**config.mk**
```make
export PLATFORM = sky130hd
export DESIGN_NAME = ltm_bucket_mem
export DESIGN_NICKNAME = d
export VERILOG_FILES = /design/src/hw/rtl/ltm_pkg.sv /design/src/hw/rtl/ltm_bucket_mem.sv
export SDC_FILE = /design/constraint.sdc
export NUM_CORES = 2
export LEC_CHECK = 0
export ABC_AREA = 1
export BUFFER_PORTS_ARGS = -buffer_cell sky130_fd_sc_hd__buf_2
export CORE_MARGIN = 5
export CORE_UTILIZATION = 50
export CTS_BUF_LIST = sky130_fd_sc_hd__clkbuf_8
export CTS_CLUSTER_SIZE = 24
export DETAILED_ROUTE_END_ITERATION = 10
export PLACE_DENSITY = 0.68
export SYNTH_ARGS = -nofsm -noshare
export SYNTH_HDL_FRONTEND = slang
export SYNTH_SLANG_ARGS = --single-unit
```
**constraint.sdc**
```tcl
create_clock -name clk -period 5.3 [get_ports clk]
set_input_delay 0.265 -clock clk [delete_from_list [all_inputs] [get_ports clk]]
set_output_delay 0.265 -clock clk [all_outputs]
set_load 0.05 [all_outputs]
```
**src/hw/rtl/ltm_pkg.sv**
```systemverilog
// ----------------------------------------------------------------------------
// ltm_pkg
// Types and constants for the link loss / ETT metric unit.
// ----------------------------------------------------------------------------
package ltm_pkg;

	localparam int unsigned COST_MAXIMUM = 65536;
	localparam int unsigned CMIN         = COST_MAXIMUM / 16;
	localparam int          CMIN_W       = $clog2(CMIN + 1);
	localparam int          METRIC_W     = $clog2(COST_MAXIMUM + 1);

	localparam int WIN_W      = 7;
	localparam int SEQ_W      = 16;
	localparam int RECV_W     = 16;
	localparam int EXP_W      = 24;
	localparam int MISSED_W   = 16;
	localparam int IVL_W      = 24;
	localparam int RATE_W     = 40;
	localparam int RECV_SUM_W = 23;
	localparam int EXP_SUM_W  = 32;
	localparam int PROD_W     = 47;
	localparam int GAP_W      = 8;

	localparam int DIV_NUM_W = 71;
	localparam int DIV_DEN_W = 31;
	localparam int DIV_CNT_W = $clog2(DIV_NUM_W + 1);

	localparam int RATE_DIV_W = 9;
	localparam logic [RATE_W-1:0]     SPEED_UNIT   = 40'd1048576;
	localparam logic [RATE_W-1:0]     SPEED_TOP    = 40'd268435456;
	localparam logic [RATE_DIV_W-1:0] RATE_DIV_TOP = 9'd256;

	localparam logic [SEQ_W-1:0]     GAP_LIMIT  = 16'd255;
	localparam logic [RECV_W-1:0]    RECV_MAX   = 16'hFFFF;
	localparam logic [EXP_W-1:0]     EXP_MAX    = 24'hFFFFFF;
	localparam logic [MISSED_W-1:0]  MISSED_MAX = 16'hFFFF;
	localparam logic [EXP_SUM_W-1:0] SUM_MAX    = 32'hFFFFFFFF;

	localparam logic [IVL_W-1:0] SAMPLE_INTERVAL_RST = 24'd1000;
	localparam logic [WIN_W-1:0] WINDOW_LENGTH_RST   = 7'd64;
	localparam logic [WIN_W-1:0] START_WINDOW_RST    = 7'd4;

	localparam int PADDR_W = 4;
	localparam logic [1:0] REG_SAMPLE_INTERVAL = 2'd0;
	localparam logic [1:0] REG_WINDOW_LENGTH   = 2'd1;
	localparam logic [1:0] REG_START_WINDOW    = 2'd2;

	typedef enum logic [1:0] {
		KIND_PKT        = 2'd0,
		KIND_TICK       = 2'd1,
		KIND_HELLO_LOST = 2'd2,
		KIND_LINK_CHG   = 2'd3
	} kind_t;

	typedef enum logic [3:0] {
		ST_CLEAR,
		ST_IDLE,
		ST_PKT_WR,
		ST_SUM,
		ST_INF_MUL,
		ST_INF_MUL_LO,
		ST_INF_MUL_HI,
		ST_INF_DIV,
		ST_MET_CHK,
		ST_MET_MUL,
		ST_MET_DIV,
		ST_RATE_DIV,
		ST_EMIT
	} st_t;

	typedef struct packed {
		logic [RECV_W-1:0] recv;
		logic [EXP_W-1:0]  expd;
	} bucket_t;

	typedef struct packed {
		logic [IVL_W-1:0] sample_interval_ms;
		logic [WIN_W-1:0] window_length;
		logic [WIN_W-1:0] start_window_length;
	} cfg_t;

endpackage

```
**src/hw/rtl/ltm_bucket_mem.sv**
```systemverilog
// ----------------------------------------------------------------------------
// ltm_bucket_mem
// Bucket ring storage: one write port, one read port, registered read data.
// ----------------------------------------------------------------------------
module ltm_bucket_mem
	import ltm_pkg::*;
#(
	parameter int DEPTH = 64,
	parameter int AW    = 6
) (
	input  logic          clk,
	input  logic          we,
	input  logic [AW-1:0] waddr,
	input  bucket_t       wdata,
	input  logic          re,
	input  logic [AW-1:0] raddr,
	output bucket_t       rdata
);

	bucket_t mem [DEPTH];

	always_ff @(posedge clk) begin
		if (we) begin
			mem[waddr] <= wdata;
		end
	end

	always_ff @(posedge clk) begin
		if (re) begin
			rdata <= mem[raddr];
		end
	end

endmodule

```
* Word-level counts from Yosys, hierarchy flattened
Memory sizes are Yosys's and may differ from the RTL's. A register that Yosys moved wholly into a read port is not among the register bits.
Cells that the tools add are included.
** Operators by class
- Multiplexer cells :: 2
** Operators by type and width (number)
- 1-bit 2-to-1 mux :: 2
** Storage, ports and cells
- Memory bits (writable) :: 2560
- Bits of input ports :: 55
- Register bits :: 0
- Memories :: 1
- Word-level logic and storage cells :: 3
- Output and inout port bits :: 40
** Memory list
- mem :: words 64, bits a word 40, rd ports 1, clocked after memory_dff 1, write ports 1, line ltm_bucket_mem.sv:20 : bucket_t mem [DEPTH];

* Depth between registers and ports, before layout
- Word-level depth :: 2
- Gate-level depth with buffers :: 12
- Gate-level depth less buffers :: 9

* Worst setup path after synthesis
Ideal clock, no wire load.
- Path type :: input -> register
- Start point :: input we
- End point :: memory mem[48][0] (netlist bit) (enable)
- Required time :: 4.762 ns
- Buffers on the path :: 1
- Stages :: 3
- Slack :: 0.117 ns
- Library setup time :: 0.538 ns
- Data arrival time :: 4.645 ns
- Cell sequence :: clkbuf_1 -> nand4_1 -> nor4_1
** Between the ends
- Longest elaborated chain between the ends :: 2
** RTL lines
- start, declared :: line ltm_bucket_mem.sv:12 : input logic we,
- 1-bit 2-to-1 mux :: line ltm_bucket_mem.sv:23 : if (we) begin
- 1-bit 2-to-1 mux (not written as such) :: line ltm_bucket_mem.sv:24 : mem[waddr] <= wdata;
- end, declared :: line ltm_bucket_mem.sv:20
Every way passes these cells.

==> results.yml <==
floorplan:
  die_area_sq_mm: 0.2163
  fp.dieH_um: 465.1
  ios: 95
  num_rows: 167
  die_w_um: 465.1
  coreArea_sq_mm: 0.2067
  initial_core_util: 0.5010
power_and_ir_drop:
  power.density_mw_per_mm2: 357.7
  total_power_mw: 41.15
  ir_drop_mv: 0.2161
  leakage_nw: 40.84
setup_path:
  critPathArrivalTime_ns: 3.84
  slowest_stage: "inv_8"
  end_kind: "flip-flop"
  critical_path_class: "primary input to flip-flop"
  worstPathMaxFanout: 132
  cp_common_cell: "nand3_1"
  path_buf_inv: 5
  required_ns: 6.09
  rrSetupSlack_ns: 3.45
  slowest_delay_ns: 0.62
  crit_family: "buffers and inverters"
  crit_path_start_kind: "primary input"
  crit_path_cell_trace: "dlygate4sd3_1 -> buf_8 -> inv_8 -> buf_12 -> buf_12 -> nand3_1 -> nand3_1 -> nand3_1 -> nand3_1 -> nand2_1 -> nand2_1 -> nand2_1"
logic_synthesis:
  seq_area_frac_synth: 0.7541
  synth_common_cells: "2,824 x nand2_1, 2,600 x edfxtp_1, 2,375 x nand3_1, 370 x buf_2, 115 x clkbuf_1"
  synthTopCellsByArea: "edfxtp_1 75%, nand3_1 11%, nand2_1 10%"
  yosysWarnings: 0
  synth_top_area_frac: 0.7541
  synth_seq_cells: 2600
  synth_enable_flop_cells: 2600
  synth_area_leader_cell: "edfxtp_1"
  synthCells: 8445
  yosysMostFrequentCell: "nand2_1"
  synth_fp_nets: 8500
  syn_avg_cell_area_sq_um: 12.26
  synth.distinct_cells: 13
  synthArstFlopShare: 0
  synthFlopType: "edfxtp_1"
  netlist_area_sq_mm: 0.1035
clock_tree:
  cts-root-buf: "clkbuf_8"
  htreeDepth: 5
  cts_tree: "yes"
  cts.sinks: 2600
  clockBufferDepth: 4
  clk_latency_ns: 1.10
  clkTransAtPathRegs_ns: 0.06
  cts-buffers-inserted: 413
  postCtsSetupRepairBufs: 0
global_routing:
  grt_pass1_wl_um: 433000
  antenna_found_initial: 10
  grt_usage: 0.2673
  gr-total-overflow: 0
  grt_pass1_vias: 65970
  grt_max_degree: 199
routing:
  drc: 0
  via_per_inst: 5.927
  drtIter0Drc: 8761
  ant_nets: 0
  drt_first_pass_iters: 8
  wl_per_cell_um: 25.34
  wl_um: 295000
  routed-via-count: 69000
finish:
  area_delta_synth_final_pct: 11.13
  fin_nets: 8689
  drive_gt1_frac: 0.09338
  fin_util: 0.5568
sta:
  hold_viol: 0
  worstMarginPinSlew_ns: 1.278
  setup_tns_ns: 0
  clock_skew_ns: 0.08874
  rsz0062_at_grt: "false"
  fin_crit_ns: 3.052
  fmax_mhz: 327.7
  relSlewSlack: 0.1480
  fin_crit_sh: 0.5758
  finalMaxSlewViolations: 0
  setup_viol: 0
placement:
  gp_congestion: 0.8420
  place_hpwl_um: 154400
  port_buffers: 94
run_status:
  outcome: "finished, final reports clean"
min_path:
  hold_path_class: "primary input to flip-flop"
flow_run:
  maxCapViolCount: 0
## cell families after synthesis
logic type    count (synthesis)  synth area share
buf+inv                     573           0.02568
flops                      2600            0.7541
simple gates               5272            0.2202
## cell usage in the layout (no fill, tap or decap), drive strengths merged
cell type	count
clkinvlp	6
bufinv	13
clkbuf	420
nand3	2375
clkinv	149
buf	285
nand4	9
nor2	56
inv	137
nand2	2824
dlygate4sd3	49
edfxtp	2600
nor4	8
diode	6
## area by class of cell
cell class	count	area, sq um
Fill cell	16430	91600
Sequential cell	2600	78070
Multi-Input combinational cell	5272	23270
Clock buffer	419	5767
Tap cell	2704	3383
Timing Repair Buffer	335	2944
Clock inverter	293	1521
Inverter	12	77.57
Antenna cell	6	15.01
## timing repair
item                                   4_1_cts  5_1_grt
endpoints found under the hold margin     2778        0
hold buffers                                49        0
resized for setup                            0        0
## stage by stage
| step | instances | instance area (sq um) | setup WS (ns) | hold WS [ns] |
|---|---|---|---|---|
| final | 11640 | 115100 | 2.248 | 0.1336 |
| after global placement | 10870 | 107300 | 1.944 | 0.8315 |
| after CTS | 11640 | 115000 | 2.411 | 0.01745 |
| after floorplan | 8445 | 103500 | 0.1171 | 0.3639 |
| after global routing | 11640 | 115000 | 2.298 | 0.08163 |
| after detailed placement | 10870 | 107300 | 1.820 | 0.8287 |
## power by group
group          total, mW  switching [mW]  internal, mW
registers           22.9          0.0801          22.8
logic               2.70            2.07         0.628
clock network       15.6            7.63          7.92
## per-layer routing
| metal | global-route usage | wire [um] | vias up |
|---|---|---|---|
| li1 | - | - | 30550 |
| met1 | 0.3683 | 113200 | 33720 |
| met2 | 0.4118 | 136200 | 4037 |
| met3 | 0.05079 | 30100 | 686 |
| met4 | 0.1331 | 15440 | 4 |
| met5 | 0 | 34 | - |
## sequential cells by signal (all words and copies together) (netlist names)
| register | count |
|---|---|
| mem | 2560 |
| rdata | 40 |
## worst min-delay path: stages
cell and delay [ns]:
buf_2 0.19, nand4_1 0.13, buf_4 0.26, nor2_4 0.16
## worst paths after layout
path | startpoint | end | cells past startpoint
worst max-delay path | raddr[1] | rdata[14]$_DFFE_PP_ | 12
worst min-delay path | we | mem[9][10]$_DFFE_PP_ | 4
worst max register to register | mem[47][33]$_DFFE_PP_ | rdata[33]$_DFFE_PP_ | 8
worst min register to register | mem[23][13]$_DFFE_PP_ | rdata[13]$_DFFE_PP_ | 8
No activity file was read; power rests on OpenSTA's default activity.
