**src/hw/rtl/ltm_pkg.sv**
```systemverilog
// ----------------------------------------------------------------------------
// ltm_pkg
// Types and constants for the link loss / ETT metric unit.
// ----------------------------------------------------------------------------
package ltm_pkg;

	localparam int unsigned COST_MAXIMUM = 65536;
	localparam int unsigned CMIN         = COST_MAXIMUM / 16;
	localparam int          CMIN_W       = $clog2(CMIN + 1);
	localparam int          METRIC_W     = $clog2(COST_MAXIMUM + 1);

	localparam int WIN_W      = 7;
	localparam int SEQ_W      = 16;
	localparam int RECV_W     = 16;
	localparam int EXP_W      = 24;
	localparam int MISSED_W   = 16;
	localparam int IVL_W      = 24;
	localparam int RATE_W     = 40;
	localparam int RECV_SUM_W = 23;
	localparam int EXP_SUM_W  = 32;
	localparam int PROD_W     = 47;
	localparam int GAP_W      = 8;

	localparam int DIV_NUM_W = 71;
	localparam int DIV_DEN_W = 31;
	localparam int DIV_CNT_W = $clog2(DIV_NUM_W + 1);

	localparam int RATE_DIV_W = 9;
	localparam logic [RATE_W-1:0]     SPEED_UNIT   = 40'd1048576;
	localparam logic [RATE_W-1:0]     SPEED_TOP    = 40'd268435456;
	localparam logic [RATE_DIV_W-1:0] RATE_DIV_TOP = 9'd256;

	localparam logic [SEQ_W-1:0]     GAP_LIMIT  = 16'd255;
	localparam logic [RECV_W-1:0]    RECV_MAX   = 16'hFFFF;
	localparam logic [EXP_W-1:0]     EXP_MAX    = 24'hFFFFFF;
	localparam logic [MISSED_W-1:0]  MISSED_MAX = 16'hFFFF;
	localparam logic [EXP_SUM_W-1:0] SUM_MAX    = 32'hFFFFFFFF;

	localparam logic [IVL_W-1:0] SAMPLE_INTERVAL_RST = 24'd1000;
	localparam logic [WIN_W-1:0] WINDOW_LENGTH_RST   = 7'd64;
	localparam logic [WIN_W-1:0] START_WINDOW_RST    = 7'd4;

	localparam int PADDR_W = 4;
	localparam logic [1:0] REG_SAMPLE_INTERVAL = 2'd0;
	localparam logic [1:0] REG_WINDOW_LENGTH   = 2'd1;
	localparam logic [1:0] REG_START_WINDOW    = 2'd2;

	typedef enum logic [1:0] {
		KIND_PKT        = 2'd0,
		KIND_TICK       = 2'd1,
		KIND_HELLO_LOST = 2'd2,
		KIND_LINK_CHG   = 2'd3
	} kind_t;

	typedef enum logic [3:0] {
		ST_CLEAR,
		ST_IDLE,
		ST_PKT_WR,
		ST_SUM,
		ST_INF_MUL,
		ST_INF_MUL_LO,
		ST_INF_MUL_HI,
		ST_INF_DIV,
		ST_MET_CHK,
		ST_MET_MUL,
		ST_MET_DIV,
		ST_RATE_DIV,
		ST_EMIT
	} st_t;

	typedef struct packed {
		logic [RECV_W-1:0] recv;
		logic [EXP_W-1:0]  expd;
	} bucket_t;

	typedef struct packed {
		logic [IVL_W-1:0] sample_interval_ms;
		logic [WIN_W-1:0] window_length;
		logic [WIN_W-1:0] start_window_length;
	} cfg_t;

endpackage

```
**src/hw/rtl/ltm_div.sv**
```systemverilog
// ----------------------------------------------------------------------------
// ltm_div
// Restoring divider, one quotient bit per cycle, shared by all divisions of a tick.
// ----------------------------------------------------------------------------
module ltm_div
	import ltm_pkg::*;
(
	input  logic                 clk,
	input  logic                 arst_n,
	input  logic                 start,
	input  logic [DIV_NUM_W-1:0] num,
	input  logic [DIV_DEN_W-1:0] den,
	output logic                 done,
	output logic [DIV_NUM_W-1:0] quo
);

	logic                 run_q;
	logic                 done_q;
	logic [DIV_CNT_W-1:0] cnt_q;
	logic [DIV_NUM_W-1:0] quo_q;
	logic [DIV_DEN_W-1:0] rem_q;
	logic [DIV_DEN_W-1:0] den_q;

	logic [DIV_DEN_W:0]   trial;
	logic [DIV_DEN_W:0]   diff;
	logic                 ge;
	logic [DIV_DEN_W-1:0] rem_nxt;

	always_comb begin
		trial   = {rem_q, quo_q[DIV_NUM_W-1]};
		diff    = trial - {1'b0, den_q};
		ge      = trial >= {1'b0, den_q};
		rem_nxt = ge ? diff[DIV_DEN_W-1:0] : trial[DIV_DEN_W-1:0];
	end

	always_ff @(posedge clk or negedge arst_n) begin
		if (!arst_n) begin
			run_q  <= 1'b0;
			done_q <= 1'b0;
			cnt_q  <= '0;
		end else if (start) begin
			run_q  <= 1'b1;
			done_q <= 1'b0;
			cnt_q  <= DIV_CNT_W'(DIV_NUM_W);
		end else if (run_q) begin
			cnt_q <= cnt_q - 1'b1;
			if (cnt_q == DIV_CNT_W'(1)) begin
				run_q  <= 1'b0;
				done_q <= 1'b1;
			end
		end else begin
			done_q <= 1'b0;
		end
	end

	always_ff @(posedge clk) begin
		if (start) begin
			quo_q <= num;
			rem_q <= '0;
			den_q <= den;
		end else if (run_q) begin
			quo_q <= {quo_q[DIV_NUM_W-2:0], ge};
			rem_q <= rem_nxt;
		end
	end

	assign done = done_q;
	assign quo  = quo_q;

endmodule

```
**config.mk**
```make
export PLATFORM = sky130hd
export DESIGN_NAME = ltm_div
export DESIGN_NICKNAME = d
export VERILOG_FILES = /design/src/hw/rtl/ltm_pkg.sv /design/src/hw/rtl/ltm_div.sv
export SDC_FILE = /design/constraint.sdc
export NUM_CORES = 1
export LEC_CHECK = 0
export ABC_AREA = 0
export BUFFER_PORTS_ARGS = -buffer_cell sky130_fd_sc_hd__buf_2
export CAP_MARGIN = 25
export CORE_MARGIN = 2
export CORE_UTILIZATION = 30
export DETAILED_ROUTE_END_ITERATION = 6
export HOLD_SLACK_MARGIN = 0.1
export SETUP_SLACK_MARGIN = 0.02
export SYNTH_ARGS = -nofsm -noshare
export SYNTH_HDL_FRONTEND = slang
export SYNTH_SLANG_ARGS = --single-unit
```
**constraint.sdc**
```tcl
create_clock -name clk -period 4.7 [get_ports clk]
set_input_delay 0.47 -clock clk [delete_from_list [all_inputs] [get_ports clk]]
set_output_delay 0.47 -clock clk [all_outputs]
set_load 0.005 [all_outputs]
```
======== After elaboration in Yosys (flattened, before gate mapping) ========
Index checks and enable logic that the tools add are counted.
cells by class
  $add $sub $neg .......................... 2
  magnitude comparators ................... 1
  eq/ne operators ......................... 2
  multiplexer cells ....................... 11
  reductions and logical operators ........ 1
operators by type and width
  cell                                                   number
  two-way mux 71 bit                                     2
  >= comparator 32 x 31 -> 1 bit                         1
  two-way mux 31 bit                                     1
  subtractor 31 bit                                      1
  two-way mux 7 bit                                      2
  equality test 7 x 1 -> 1 bit, second input constant    1
  subtractor 7 x 1 -> 7 bit, second input constant       1
  two-way mux 1 bit                                      6
  inequality test 3 x 2 -> 1 bit, second input constant  1
  nonzero test 2 bit                                     1
word-level totals
  register bits ........................... 142
  input port bits ......................... 105
  output and inout bits ................... 72
  logic and storage cells ................. 23

======== Logic depth before layout (Yosys ltp) ========
  word-level depth ........................ 4
  mapped depth ............................ 12
  mapped depth without buffers ............ 11

======== Least setup slack after synthesis ========
Ideal clock, no wire load.
  path type ............................... flip-flop to flip-flop
  start point ............................. register quo_q[70], in the netlist quo[70]
  end point ............................... register rem_q[30]
  library setup time ...................... 115 ps
  arrival ................................. 2790 ps
  data required time ...................... 4585 ps
  setup slack ............................. 1794 ps
  cell stages (with the launch flop) ...... 12
  buffers on the path ..................... 0
  period minus slack after synthesis ...... 2906 ps
  path through ............................ edfxtp_1 > inv_1 > ha_1 > fa_1 > nand2b_1 > a21o_1 > a211oi_1 > and4bb_1 > nor4_2 > nor3_1 > or3b_1 > a31o_1
between the ends
  longest elaborated chain between the ends .. 2
  elaborated cells on any way between the ends .. 3
  classes of those cells .................. add/sub (1); order compare (1); mux (1)
ends and longest elaborated chain
  what                                                                        RTL line                      text
  start: declaration                                                          ltm_div.sv:20                 logic [DIV_NUM_W-1:0] quo_q;
  start signal: assignment                                                    ltm_div.sv:58                 quo_q <= num;
  start signal: assignment                                                    ltm_div.sv:62                 quo_q <= {quo_q[DIV_NUM_W-2:0], ge};
  subtractor 31 bit / >= comparator 32 x 31 -> 1 bit (equally long branches)  ltm_div.sv:31, ltm_div.sv:32
  two-way mux 31 bit (*)                                                      ltm_div.sv:33                 rem_nxt = ge ? diff[DIV_DEN_W-1:0] : trial[DIV_DEN_W-1:0];
  end signal: assignment                                                      ltm_div.sv:63                 rem_q <= rem_nxt;
  end: declaration                                                            ltm_div.sv:21                 logic [DIV_DEN_W-1:0] rem_q;
Mark *: on every way between the ends. The rest lies on a longest branch, timed or not.
A chain may end at the register's enable or synchronous reset.

======== Worst setup path after layout ========
  start point ............................. register quo_q[70], in the netlist quo[70]
  end point ............................... register rem_q[11]
The elaborated chain is that of the path after synthesis.

==> qor.txt <==
syn_nets -> 834
flops & latches, synth -> 142
Post-CTS Setup Bufs -> 0
clock sinks -> 142
Post-Synth XOR/XNOR Area -> 0.0310
largest net degree at the start of global routing -> 72
gr usage total -> 0.155
Die Width -> 164 um
Critical Path Sink Type -> flop
Post-Place Setup Slack -> 1.48 ns
Longest Clk Path Bufs -> 2
Pre-antenna DRT Iters -> 5
Primary FF master, synth -> edfxtp_1
setup TNS -> 0 ns
final WL -> 20100 um
critical path fanouts, max -> 18
DR DRC count -> 0
Buf+Inv Stages, Crit Path -> 2
Root Driver -> clkbuf_16
first-pass GRT wire length -> 32100 um
Row Count -> 58
routed vias -> 5925
Final Max Tran Viols -> 0
compound-gate portion of the synthesized area -> 0.139
yosys warns -> 0
Yosys cell types -> 61
Placer Congestion -> 0.857
post-synthesis sequential area ratio -> 0.512
Slowest-stage cell, CP -> or3b_1
TritonCTS clock tree -> yes
Max Freq -> 0.307 GHz
Final WS setup -> 1.44 ns
Peak VDD IR -> 0.000206 V
post-synthesis simple-gate area fraction -> 0.118
crit path DAT -> 3.59 ns
Die H -> 164 um
LEAKAGE -> 0.00404 uW
design area -> 9450 um^2
Congestion Overflow GR -> 0
Synth area leaders -> edfxtp_1 (40%), mux2_2 (10%), dfxtp_1 (8.1%)
Post-synth ARST share -> 0.0634
Port-buffer cells -> 176
Fillers -> 2559
flop-to-flop setup slack -> 1.44 ns
final hold viol count -> 0
fraction of layout cells with a size suffix above 1 -> 0.331
H-tree levels -> 4
skew final -> 0.0161 ns
PwrDens -> 514 nW/um^2
HPWL Detailed -> 14200 um
Worst Path Class, Setup -> reg2reg
Via density -> 4.89
Initial Util -> 0.304
RSZ-0062 raised after global routing -> no
share of the synthesized area in the top cell type -> 0.401
CP max stage delay -> 0.39 ns
multiplexer share of the synthesized area -> 0.107
initial antenna violation count -> 5
cell count after synthesis -> 695
Final ANT Viol Nets -> 0
CP delay by family, top -> compound AO/OA/AOI/OAI gates
post-synth top area cell -> edfxtp_1
nets@finish -> 1003
Post-Place Cell Area -> 8840 um^2
I/O pin count -> 177
final cell count without fillers -> 1211
max_cap viols -> 0
Hold Path Class -> in2reg
crit path launch type -> flop
Mapped Area -> 7630 um^2
worst skew pair latency -> 0.43 ns
Least-Margin Pin Slew -> 0.968 ns
relative slew slack -> 0.355
fin crit period -> 3.26 ns
initial drt markers -> 318
WP data required -> 5.03 ns
Synth Area in Adders -> 0.0567
Placed Cells -> 1174
number of enable flip-flop cells after synthesis -> 102
syn_area_per_cell -> 11.0 um^2
WL/cell -> 16.6 um
vias in the first global route -> 6074
largest family of logic cells by synthesized area -> compound AO/OA/AOI/OAI gates
period utilization -> 0.693
Clock transition at path regs -> 0.07 ns
TritonCTS buffer count -> 17
Total Die Area -> 26700 um^2
crit-path cells -> inv_1 > ha_1 > fa_1 > nand2b_1 > a21o_1 > a21boi_0 > o21ai_1 > a21oi_4 > nor2_2 > buf_4 > or3b_1 > a311oi_1
Area growth, synth to finish -> 23.8%
outcome -> completed
Setup Viol. Count Final -> 0
Core ar. -> 25100 um^2
cells in the mapped netlist, types with 4 or more instances:
cell,n
o21bai_1,4
nand3_1,7
clkbuf_1,19
a311oi_1,20
nor2b_1,5
o211ai_1,7
o31ai_1,4
edfxtp_1,102
nand2_1,84
a21o_1,20
nor3_1,10
buf_2,6
xnor2_1,16
nand4_1,6
o21a_1,5
and2_1,7
mux2_2,71
a211oi_1,6
and3_1,7
a21oi_1,40
nand2b_1,4
dfxtp_1,31
ha_1,33
xor2_1,11
nor2_1,43
inv_1,40
o21ai_0,23
o21ai_1,4
buf_1,4
dfrtp_1,9
path summary, 6_finish.rpt:
| path | startpoint | to | depth (start not counted) |
|---|---|---|---|
| hold reg to reg | rem_q[5] | rem_q[6] | 2 |
| min in group asynchronous | arst_n | cnt_q[5] | 2 |
| setup reg to reg | quo[70] | rem_q[11] | 12 |
| max in group asynchronous | arst_n | cnt_q[1] | 2 |
| hold / removal | den[28] | den_q[28] | 1 |
| setup / recovery | quo[70] | rem_q[11] | 12 |
cell type report:
class | instances | area (um^2) | area share
sequential | 142 | 3910 | 0.414
inverter | 40 | 150 | 0.0159
antenna | 4 | 10.0 | 0.00106
multi-input combinational | 482 | 3460 | 0.366
clock inverter | 15 | 164 | 0.0173
clock buffer | 17 | 425 | 0.0450
timing repair buffer | 181 | 923 | 0.0977
tap | 330 | 413 | 0.0437
sequential cells by signal, indices dropped and copies added (netlist names):
signal,flops
done,1
quo,71
den_q,31
run_q,1
cnt_q,7
rem_q,31
power breakdown:
group | switching [uW] | internal, uW
sequential | 151 | 1570
combinational | 1010 | 751
clock | 650 | 716
total | 1810 | 3040
cells in the final DEF (no fill, tap or decap), types with 5 or more instances in the layout:
cell type / count
clkbuf_16: 17
o211ai_1: 7
nor2b_1: 5
dfrtp_1: 9
buf_2: 175
buf_4: 5
dfxtp_1: 31
nand2_1: 83
nand4_1: 6
nor3_1: 10
mux2_2: 71
o21ai_0: 23
inv_8: 6
and3_1: 7
a21o_1: 20
ha_1: 33
a21oi_1: 40
nand3_1: 7
nor2_1: 43
inv_1: 40
and2_1: 7
xor2_1: 11
a311oi_1: 20
o21a_1: 5
xnor2_1: 16
edfxtp_1: 102
a211oi_1: 6
what timing repair did:
item                                   4_1_cts  5_1_grt
resized for setup                            0        0
hold buffers                                 1        0
endpoints found under the hold margin        9        0
layer usage:
metal	vias up	share of wire	wire length [um]	track usage
met5	-	0.0012	24	0
met4	4	0.018	362	0.0474
met3	19	0.092	1860	0.0617
met2	225	0.46	9160	0.246
met1	2764	0.43	8690	0.192
li1	2913	-	-	-
per-stage QoR:
stage                util  hold slack, ns  total power [uW]
floorplan               -           0.174              3010
global placement    0.352           0.332              3490
detailed placement  0.352           0.333              3490
CTS                 0.376           0.193              4900
global route        0.376           0.194              5190
finish              0.376           0.218              4850
cell families after synthesis:
kind of cell	count (synthesis)
AO/OA/AOI/OAI	156
XOR/XNOR	27
adder cells (fa/ha/maj)	34
buffers and inverters	71
flip-flops	142
multiplexers	73
AND/OR/NAND/NOR	192
Note: power is estimated with default switching activity, not from simulation.
