**config.mk**
```make
export PLATFORM = sky130hd
export DESIGN_NAME = ltm_cfg_regs
export DESIGN_NICKNAME = d
export VERILOG_FILES = /design/src/hw/rtl/ltm_pkg.sv /design/src/hw/rtl/ltm_cfg_regs.sv
export SDC_FILE = /design/constraint.sdc
export NUM_CORES = 1
export LEC_CHECK = 0
export ABC_CLOCK_PERIOD_IN_PS = 2000
export BUFFER_PORTS_ARGS = -buffer_cell sky130_fd_sc_hd__buf_4
export CAP_MARGIN = 40
export CORE_ASPECT_RATIO = 1.2
export CORE_UTILIZATION = 43
export DETAILED_ROUTE_END_ITERATION = 7
export PLACE_DENSITY = 0.8
export REMOVE_ABC_BUFFERS = 1
export SLEW_MARGIN = 25
export SYNTH_ARGS = -nofsm -noshare
export SYNTH_HDL_FRONTEND = slang
export SYNTH_SLANG_ARGS = --single-unit
export TNS_END_PERCENT = 100
```
**constraint.sdc**
```tcl
create_clock -name clk -period 2 [get_ports clk]
set_input_delay 0.5 -clock clk [delete_from_list [all_inputs] [get_ports clk]]
set_output_delay 0.5 -clock clk [all_outputs]
set_load 0.005 [all_outputs]
```
**src/hw/rtl/ltm_pkg.sv**
```systemverilog
// ----------------------------------------------------------------------------
// ltm_pkg
// Types and constants for the link loss / ETT metric unit.
// ----------------------------------------------------------------------------
package ltm_pkg;

	localparam int unsigned COST_MAXIMUM = 65536;
	localparam int unsigned CMIN         = COST_MAXIMUM / 16;
	localparam int          CMIN_W       = $clog2(CMIN + 1);
	localparam int          METRIC_W     = $clog2(COST_MAXIMUM + 1);

	localparam int WIN_W      = 7;
	localparam int SEQ_W      = 16;
	localparam int RECV_W     = 16;
	localparam int EXP_W      = 24;
	localparam int MISSED_W   = 16;
	localparam int IVL_W      = 24;
	localparam int RATE_W     = 40;
	localparam int RECV_SUM_W = 23;
	localparam int EXP_SUM_W  = 32;
	localparam int PROD_W     = 47;
	localparam int GAP_W      = 8;

	localparam int DIV_NUM_W = 71;
	localparam int DIV_DEN_W = 31;
	localparam int DIV_CNT_W = $clog2(DIV_NUM_W + 1);

	localparam int RATE_DIV_W = 9;
	localparam logic [RATE_W-1:0]     SPEED_UNIT   = 40'd1048576;
	localparam logic [RATE_W-1:0]     SPEED_TOP    = 40'd268435456;
	localparam logic [RATE_DIV_W-1:0] RATE_DIV_TOP = 9'd256;

	localparam logic [SEQ_W-1:0]     GAP_LIMIT  = 16'd255;
	localparam logic [RECV_W-1:0]    RECV_MAX   = 16'hFFFF;
	localparam logic [EXP_W-1:0]     EXP_MAX    = 24'hFFFFFF;
	localparam logic [MISSED_W-1:0]  MISSED_MAX = 16'hFFFF;
	localparam logic [EXP_SUM_W-1:0] SUM_MAX    = 32'hFFFFFFFF;

	localparam logic [IVL_W-1:0] SAMPLE_INTERVAL_RST = 24'd1000;
	localparam logic [WIN_W-1:0] WINDOW_LENGTH_RST   = 7'd64;
	localparam logic [WIN_W-1:0] START_WINDOW_RST    = 7'd4;

	localparam int PADDR_W = 4;
	localparam logic [1:0] REG_SAMPLE_INTERVAL = 2'd0;
	localparam logic [1:0] REG_WINDOW_LENGTH   = 2'd1;
	localparam logic [1:0] REG_START_WINDOW    = 2'd2;

	typedef enum logic [1:0] {
		KIND_PKT        = 2'd0,
		KIND_TICK       = 2'd1,
		KIND_HELLO_LOST = 2'd2,
		KIND_LINK_CHG   = 2'd3
	} kind_t;

	typedef enum logic [3:0] {
		ST_CLEAR,
		ST_IDLE,
		ST_PKT_WR,
		ST_SUM,
		ST_INF_MUL,
		ST_INF_MUL_LO,
		ST_INF_MUL_HI,
		ST_INF_DIV,
		ST_MET_CHK,
		ST_MET_MUL,
		ST_MET_DIV,
		ST_RATE_DIV,
		ST_EMIT
	} st_t;

	typedef struct packed {
		logic [RECV_W-1:0] recv;
		logic [EXP_W-1:0]  expd;
	} bucket_t;

	typedef struct packed {
		logic [IVL_W-1:0] sample_interval_ms;
		logic [WIN_W-1:0] window_length;
		logic [WIN_W-1:0] start_window_length;
	} cfg_t;

endpackage

```
**src/hw/rtl/ltm_cfg_regs.sv**
```systemverilog
// ----------------------------------------------------------------------------
// ltm_cfg_regs
// APB register file: sample interval, window length, start window length.
// ----------------------------------------------------------------------------
module ltm_cfg_regs
	import ltm_pkg::*;
(
	input  logic               clk,
	input  logic               arst_n,
	input  logic               psel,
	input  logic               penable,
	input  logic               pwrite,
	input  logic [PADDR_W-1:0] paddr,
	input  logic [31:0]        pwdata,
	output logic [31:0]        prdata,
	output logic               pready,
	output cfg_t               cfg
);

	cfg_t       cfg_q;
	logic [1:0] idx;
	logic       wr;

	assign idx    = paddr[3:2];
	assign wr     = psel && penable && pwrite;
	assign pready = 1'b1;
	assign cfg    = cfg_q;

	always_ff @(posedge clk or negedge arst_n) begin
		if (!arst_n) begin
			cfg_q.sample_interval_ms  <= SAMPLE_INTERVAL_RST;
			cfg_q.window_length       <= WINDOW_LENGTH_RST;
			cfg_q.start_window_length <= START_WINDOW_RST;
		end else if (wr) begin
			unique case (idx)
				REG_SAMPLE_INTERVAL: cfg_q.sample_interval_ms  <= pwdata[IVL_W-1:0];
				REG_WINDOW_LENGTH:   cfg_q.window_length       <= pwdata[WIN_W-1:0];
				REG_START_WINDOW:    cfg_q.start_window_length <= pwdata[WIN_W-1:0];
				default: ;
			endcase
		end
	end

	always_comb begin
		unique case (idx)
			REG_SAMPLE_INTERVAL: prdata = 32'(cfg_q.sample_interval_ms);
			REG_WINDOW_LENGTH:   prdata = 32'(cfg_q.window_length);
			REG_START_WINDOW:    prdata = 32'(cfg_q.start_window_length);
			default:             prdata = '0;
		endcase
	end

endmodule

```
Yosys cells after proc, flatten, opt, wreduce, memory -nomap -nowiden --
Index checks and enable logic that the tools add are counted.
Cells by class: eq/ne operators 2, multiplexer cells 1, reduce and logical (&&, ||, !) cells 6
Operator list (number):
- one-hot mux 24 bit (3 select lines) | 1
- AND reduction 2 bit | 3
- equality test 2 x 1 -> 1 bit (second input constant) | 1
- equality test 2 bit (second input constant) | 1
- logical AND 1 bit | 2
- zero test 2 bit | 1
Word-level totals: register bits after elaboration 38, input bits 41, output and inout bits 71, logic and storage cells 12

Logic depth before layout (Yosys ltp) --
Gate-level depths: netlist (run 1).
depth in word-level cells 3, mapped depth 4, depth with buffers taken out 3

Worst setup path after synthesis (run 1) --
OpenSTA, ideal clock, no wires.
path type input-to-output, start point input port paddr[2], end point output port prdata[11], data arrival time 1.263 ns, data required time 1.500 ns, path slack 0.237 ns, stages on the path 4, path buffers 2, cell sequence buf_2 nor2_1 clkbuf_1 and2_1
Between the ends: word-level cells in the longest chain between the ends 2, elaborated cells between the ends (all ways) 4, those cells by class eq/ne (2); mux (1); reduce/logical (1)
Ends and longest elaborated chain:
- start, declared | line ltm_cfg_regs.sv:13 | input logic [PADDR_W-1:0] paddr,
- equality test 2 bit, or another cell as far along | line ltm_cfg_regs.sv:45 | unique case (idx)
- one-hot mux 24 bit (3 select lines) (*) | line ltm_cfg_regs.sv:45
- end, declared | line ltm_cfg_regs.sv:15 | output logic [31:0] prdata,
Every way passes the cells marked *; elsewhere a longest branch is shown, timed or not.

Final worst setup path (run 1) --
start point input port paddr[3], end point output port prdata[0]
Same word-level chain as after synthesis.

==> key figures, run 1 <==
Global routing
  – Pin count of the biggest net entering global routing: 39
  – Total routing resource utilization after global routing: 20.23%
  – Number of antenna violations at the first check in global routing: 0
  – Overflow left after global routing: 0
  – Vias in the first global route: 1409
  – Global-route wire length before repair: 6.651 mm

Layout
  – Leading cell types in the layout, fill and taps excluded: 95 x sky130_fd_sc_hd__buf_4, 37 x sky130_fd_sc_hd__mux2_2, 30 x sky130_fd_sc_hd__dfrtp_1, 17 x sky130_fd_sc_hd__and2_1, 9 x sky130_fd_sc_hd__conb_1
  – Diodes inserted: 0
  – Most common cell after layout, fill and taps aside: sky130_fd_sc_hd__buf_4
  – Layout cell share with drive strength beyond 1: 64.81%
  – Flip-flop count of the largest register after layout: 38
  – Syn-to-layout area delta: 44.02%
  – Count of filler cells inserted in the layout: 335
  – Final net count: 273

CTS
  – Clock slew at reported path FFs: 0.08 ns
  – Post-cts repair resize count: 0
  – TritonCTS clock tree: built
  – Clk Tree Root Cell: sky130_fd_sc_hd__clkbuf_8
  – Total number of clock tree sinks: 38
  – Clock latency of the later-clocked register in the worst-skew pair: 0.29 ns
  – Cts-stage hold buffer count: 0
  – Buffers from clock root to sink, at most: 2
  – TritonCTS Buffers: 5
  – Number of H-tree levels: 2
  – Post-CTS setup buffer count: 0

Power
  – Power density relative to cell area: 894.6 nW/um2
  – Lkg Pwr: 1.289 nW
  – Fraction of power consumed by combinational cells: 30.4%
  – Power share of the clock group: 21.8%
  – Internal power consumption: 1.703 mW
  – VDD IR max: 0.4996 mV
  – Net switching fraction of the power: 27.34%
  – Portion of total power attributed to sequential cells: 47.8%
  – Sw Pwr: 0.6407 mW

Logic synthesis
  – Dominant combinational cell family by area after synthesis: multiplexers
  – Synth Cell Area: 1819 um2
  – Compound-cell area share of the yosys netlist: 1.926%
  – Area share of xor/xnor cells in the synthesized design: 0%
  – Average instance area after synthesis: 13.38 um2
  – Mux cell area share after synthesis: 27.37%
  – Number of synthesized register bits: 38
  – Number of library cell types mapped by synthesis: 18
  – Top cell type's share of synthesized area: 41.27%
  – Dominant cell type by area after synthesis: sky130_fd_sc_hd__dfrtp_1
  – Basic-gate share of the synthesized area counting and, or, nand and nor cells: 11.42%
  – Dominant cells by area after synthesis: sky130_fd_sc_hd__dfrtp_1 41%, sky130_fd_sc_hd__mux2_2 23%, sky130_fd_sc_hd__dfstp_2 12%, sky130_fd_sc_hd__and2_1 5.8%, sky130_fd_sc_hd__mux2i_1 3.9%
  – Mapped Cells: 136
  – Part of the Yosys area used for sequential elements: 52.82%
  – Adder and majority gate portion of the synthesized area: 0%
  – Warnings, synthesis: 0

Detailed routing
  – WL per Instance: 14.63 um
  – Length of the first detailed-routing pass in iterations: 4
  – Vias per std cell: 4.892
  – Routed via count: 1404
  – Detailed-route wire length on metal 1: 1.732 mm
  – Detailed-route wire length: 4.198 mm
  – Post-route DRC: 0
  – ANT nets after route: 0
  – Highest metal layer used by the detailed router: met4
  – Routed met2 length: 2.056 mm
  – Met3 routed wirelength: 333 um
  – Number of violations reported at the end of detailed-routing iteration 0: 31

Run
  – Max cap viols: 0

Status
  – Run status: completed

Timing
  – Final number of hold-violating endpoints: 0
  – Setup_tns: 0 ns
  – Share of the clock period used by the worst path after layout: 93.93%
  – Final-layout worst hold slack: 0.1599 ns
  – Setup repair after global routing missed its margin: no
  – Maximum operating frequency: 532.3 MHz
  – Post-route clock skew: 0 ns
  – Setup-violating endpoint count in the final report: 0
  – Final max-slew violation count: 0
  – Final min period: 1.879 ns

Worst setup path
  – Critical Path End Type: output port
  – Reg2Reg Depth: 1
  – Data required time at the worst endpoint: 1.50 ns
  – Data arrival time of the critical path: 1.38 ns
  – Maximum fanout along the worst path: 8
  – Critical path class: in -> out
  – Startpoint type of the worst setup path: primary input

Hold path
  – Hold Crit Class: in -> async

Placed design
  – Final weighted congestion of routability-driven global placement: 0.7491
  – HPWL after DPL: 3.068 mm
  – Port buffer count: 92

Floorplan
  – Starting utilization of the core area: 45.44%
  – Standard-cell row count: 25
  – Placeable core region: 4004 um2
  – Full die area: 4496 um2
  – Chip Height: 73.25 um
  – Num ports: 112
  – Die boundary width: 61.38 um
==> logic make-up after synthesis <==
kind of cell / after synthesis
buffers and inverters: 14
DFF: 38
muxes: 45
AOI/OAI and AO/OA: 7
and+or+nand+nor: 30
other: 2
==> power groups by stage <==
stage	registers, mW	clock network [mW]	logic, mW
global route	1.15	0.562	0.775
finish	1.12	0.510	0.713
floorplan	1.12	0	0.239
detailed placement	1.13	0	0.723
CTS	1.12	0.520	0.723
global placement	1.12	0	0.704
==> metal layers <==
layer,track usage [%],vias to the layer above
met5,0,-
met4,9.630,0
met3,4.754,8
met2,32.49,72
met1,25.44,688
li1,-,636
==> per-stage QoR <==
stage	setup slack [ns]	total power, mW	instances	cell area [um2]	util (%)
floorplan	0.1814	1.356	129	1735	-
global placement	0.1461	1.827	279	2536	63.34
detailed placement	0.1407	1.851	279	2536	63.34
CTS	0.1365	2.363	287	2620	65.44
global route	0.04696	2.483	287	2620	65.44
finish	0.1214	2.344	287	2620	65.44
==> final cells by class <==
| cell class | instances | area, um2 | share of cell area [%] |
|---|---|---|---|
| Clock buffer | 7 | 76.32 | 2.913 |
| Clock inverter | 1 | 7.507 | 0.2865 |
| Multi-Input combinational cell | 91 | 774.5 | 29.56 |
| Sequential cell | 38 | 960.9 | 36.68 |
| Tap cell | 54 | 67.56 | 2.579 |
| Timing Repair Buffer | 96 | 733.2 | 27.98 |
==> synth_stat cells <==
cell type / number
sky130_fd_sc_hd__mux2_2: 37
sky130_fd_sc_hd__dfrtp_1: 30
sky130_fd_sc_hd__and2_1: 17
sky130_fd_sc_hd__buf_4: 9
sky130_fd_sc_hd__dfstp_2: 8
sky130_fd_sc_hd__mux2i_1: 7
sky130_fd_sc_hd__nand2_1: 7
sky130_fd_sc_hd__o21ai_0: 7
sky130_fd_sc_hd__buf_6: 3
sky130_fd_sc_hd__conb_1: 2
sky130_fd_sc_hd__nor3b_4: 2
sky130_fd_sc_hd__and2b_1: 1
sky130_fd_sc_hd__buf_2: 1
sky130_fd_sc_hd__clkbuf_1: 1
sky130_fd_sc_hd__mux2_1: 1
sky130_fd_sc_hd__nand3_2: 1
sky130_fd_sc_hd__nor2_1: 1
sky130_fd_sc_hd__nor3_4: 1
==> worst max-delay path, stage by stage <==
cell and delay (ns):
sky130_fd_sc_hd__buf_4 0.16, sky130_fd_sc_hd__and2b_1 0.39, sky130_fd_sc_hd__nand2_1 0.09, sky130_fd_sc_hd__o21ai_0 0.09
sky130_fd_sc_hd__buf_4 0.14
==> worst paths after layout <==
path	from	endpoint	slack (ns)
worst max-delay path	paddr[3]	prdata[0]	0.12
worst min-delay path	arst_n	cfg[36]	0.16
worst max register to register	cfg[18]	cfg[18]	1.21
worst min register to register	cfg[33]	cfg[33]	0.52
max in group asynchronous	arst_n	cfg[19]	1.47
min in group clk	pwdata[19]	cfg[33]	0.42
(Power assumes the default switching activity.)
==> run 2: changes to the inputs <==
ABC_CLOCK_PERIOD_IN_PS = 1900   (was 2000)
CAP_MARGIN = 15   (was 40)
clock period = 1.9 ns   (was 2 ns; I/O delays follow)
==> key figures, run 2 (same netlist as run 1, synthesis figures left out) <==
CTS
  – Number of H-tree levels: 2 (unchanged)
  – Buffers from clock root to sink, at most: 2 (unchanged)
  – Clock latency of the later-clocked register in the worst-skew pair: 0.28 ns (about the same)
  – Cts-stage hold buffer count: 0 (unchanged)
  – TritonCTS clock tree: built
  – Clk Tree Root Cell: sky130_fd_sc_hd__clkbuf_8
  – Total number of clock tree sinks: 38 (unchanged)
  – Post-CTS setup buffer count: 0 (unchanged)
  – Clock slew at reported path FFs: 0.07 ns (about the same)
  – Post-cts repair resize count: 0 (unchanged)
  – TritonCTS Buffers: 5 (unchanged)

Detailed routing
  – Routed via count: 1388 (-1.1%)
  – WL per Instance: 14.08 um (-3.7%)
  – Length of the first detailed-routing pass in iterations: 4 (unchanged)
  – Vias per std cell: 4.770 (-2.5%)
  – Number of violations reported at the end of detailed-routing iteration 0: 7 (-77%)
  – Detailed-route wire length: 4.097 mm (-2.4%)
  – ANT nets after route: 0 (unchanged)
  – Post-route DRC: 0 (unchanged)

Global routing
  – Pin count of the biggest net entering global routing: 39 (unchanged)
  – Total routing resource utilization after global routing: 19.73% (-0.50 points)
  – Overflow left after global routing: 0 (unchanged)
  – Number of antenna violations at the first check in global routing: 0 (unchanged)
  – Vias in the first global route: 1302 (-7.6%)
  – Global-route wire length before repair: 6.299 mm (-5.3%)

Placed design
  – Final weighted congestion of routability-driven global placement: 0.7313 (-2.4%)
  – HPWL after DPL: 3.123 mm (+1.8%)
  – Port buffer count: 92 (unchanged)

Worst setup path
  – Maximum fanout along the worst path: 7 (-1)
  – Critical Path, Cell by Cell: buf_4, and2b_1, nand2_1, o21ai_0, buf_4
  – Setup slack, reg-to-reg: 1.11 ns (-0.10 ns)
  – Startpoint type of the worst setup path: primary input
  – Data required time at the worst endpoint: 1.42 ns (-0.08 ns)
  – Data arrival time of the critical path: 1.31 ns (-0.07 ns)
  – Reg2Reg Depth: 1 (unchanged)
  – Critical path class: in -> out
  – Startpoint of the lowest-slack register-to-register path: cfg[33]
  – Crit-path max cell delay: 0.38 ns (about the same)
  – Critical Path End Type: output port
  – Cell with the largest stage delay on the worst path: sky130_fd_sc_hd__and2b_1
  – End of the worst register-to-register path: cfg[33]
  – Most used cell along the critical path: sky130_fd_sc_hd__buf_4

Layout
  – Leading cell types in the layout, fill and taps excluded: 99 x sky130_fd_sc_hd__buf_4, 37 x sky130_fd_sc_hd__mux2_2, 30 x sky130_fd_sc_hd__dfrtp_1, 17 x sky130_fd_sc_hd__and2_1, 9 x sky130_fd_sc_hd__conb_1
  – Flip-flop count of the largest register after layout: 38 (unchanged)
  – Diodes inserted: 0 (unchanged)
  – Final net count: 277 (+1.5%)
  – Syn-to-layout area delta: 47.04%
  – Layout cell share with drive strength beyond 1: 66.24% (+1.4 points)
  – Most common cell after layout, fill and taps aside: sky130_fd_sc_hd__buf_4

Power
  – Power density relative to cell area: 969.5 nW/um2 (+8.4%)
  – Lkg Pwr: 1.329 nW (+3.1%)
  – Overall power: 2.594 mW (+11%)
  – VDD IR max: 0.5283 mV (+5.7%)

Timing
  – Post-route clock skew: 0 ns (unchanged)
  – Final max-slew violation count: 0 (unchanged)
  – Final number of hold-violating endpoints: 0 (unchanged)
  – Share of the clock period used by the worst path after layout: 93.79%
  – Setup repair after global routing missed its margin: no
  – Final min period: 1.782 ns
  – Maximum operating frequency: 561.2 MHz
  – Setup_tns: 0 ns (unchanged)
  – Setup-violating endpoint count in the final report: 0 (unchanged)

Hold path
  – Hold Crit Class: in -> async

Status
  – Run status: completed

Floorplan
  – Num ports: 112 (unchanged)
  – Chip Height: 73.25 um (unchanged)
  – Placeable core region: 4004 um2 (unchanged)
  – Standard-cell row count: 25 (unchanged)
  – Full die area: 4496 um2 (unchanged)
  – Die boundary width: 61.38 um (unchanged)
  – Starting utilization of the core area: 45.44% (unchanged)

Run
  – Max cap viols: 0 (unchanged)
==> run 2: cell count changes in the layout (fill, tap and decap cells not counted) <==
cell / previous run / this run
sky130_fd_sc_hd__clkinvlp_4: 1 / 0
sky130_fd_sc_hd__buf_4: 95 / 99
sky130_fd_sc_hd__clkbuf_1: 2 / 0
sky130_fd_sc_hd__clkinv_2: 0 / 2
sky130_fd_sc_hd__bufinv_16: 0 / 1
==> run 2: worst max path at each step <==
stage                  start   endpoint  slack (ns)  cells after the start
global route        paddr[3]  prdata[2]        0.02                      5
global placement    paddr[3]  prdata[3]        0.11                      5
CTS                 paddr[3]  prdata[3]        0.11                      5
finish              paddr[3]  prdata[3]        0.12                      5
floorplan             pwrite    cfg[14]        0.11                      3
detailed placement  paddr[3]  prdata[3]        0.11                      5
==> run 2: final cells by class <==
| cell class | instances | area [um2] |
|---|---|---|
| fill | 360 | 1329 |
| sequential | 38 | 960.9 |
| multi-input combinational | 91 | 774.5 |
| timing repair buffer | 100 | 763.2 |
| clock buffer | 5 | 68.82 |
| tap | 54 | 67.56 |
| clock inverter | 3 | 40.04 |
==> run 2: report_power, final <==
part / switching (mW) / leakage [nW] / internal [mW]
clock network: 0.279 / 0.0579 / 0.386
registers: 0.146 / 0.452 / 1.03
logic: 0.246 / 0.819 / 0.509
==> run 2: critical path: cells and delay by family <==
family / cells / cell delay [ns]
AO/OA/AOI/OAI: 1 / 0.09
buffers and inverters: 2 / 0.28
AND/OR/NAND/NOR: 2 / 0.46
==> run 2: stage by stage <==
| step | util [%] | setup WS [ns] | std cells | hold WS (ns) | area, um2 |
|---|---|---|---|---|---|
| finish | 66.81 | 0.1180 | 291 | 0.1383 | 2675 |
| global route | 66.81 | 0.02402 | 291 | 0.1578 | 2675 |
| CTS | 66.81 | 0.1122 | 291 | 0.1451 | 2675 |
| detailed placement | 64.09 | 0.1128 | 283 | 0.4660 | 2566 |
| global placement | 64.09 | 0.1129 | 283 | 0.4615 | 2566 |
| floorplan | - | 0.1064 | 129 | 0.1794 | 1735 |
==> run 2: routing by layer <==
metal / vias up / wire length (um) / global-route usage, %
li1: 643 / - / -
met1: 665 / 1648 / 24.33
met2: 74 / 1957 / 30.68
met3: 6 / 436 / 8.979
met4: 0 / 55 / 6.420
met5: - / 0 / 0
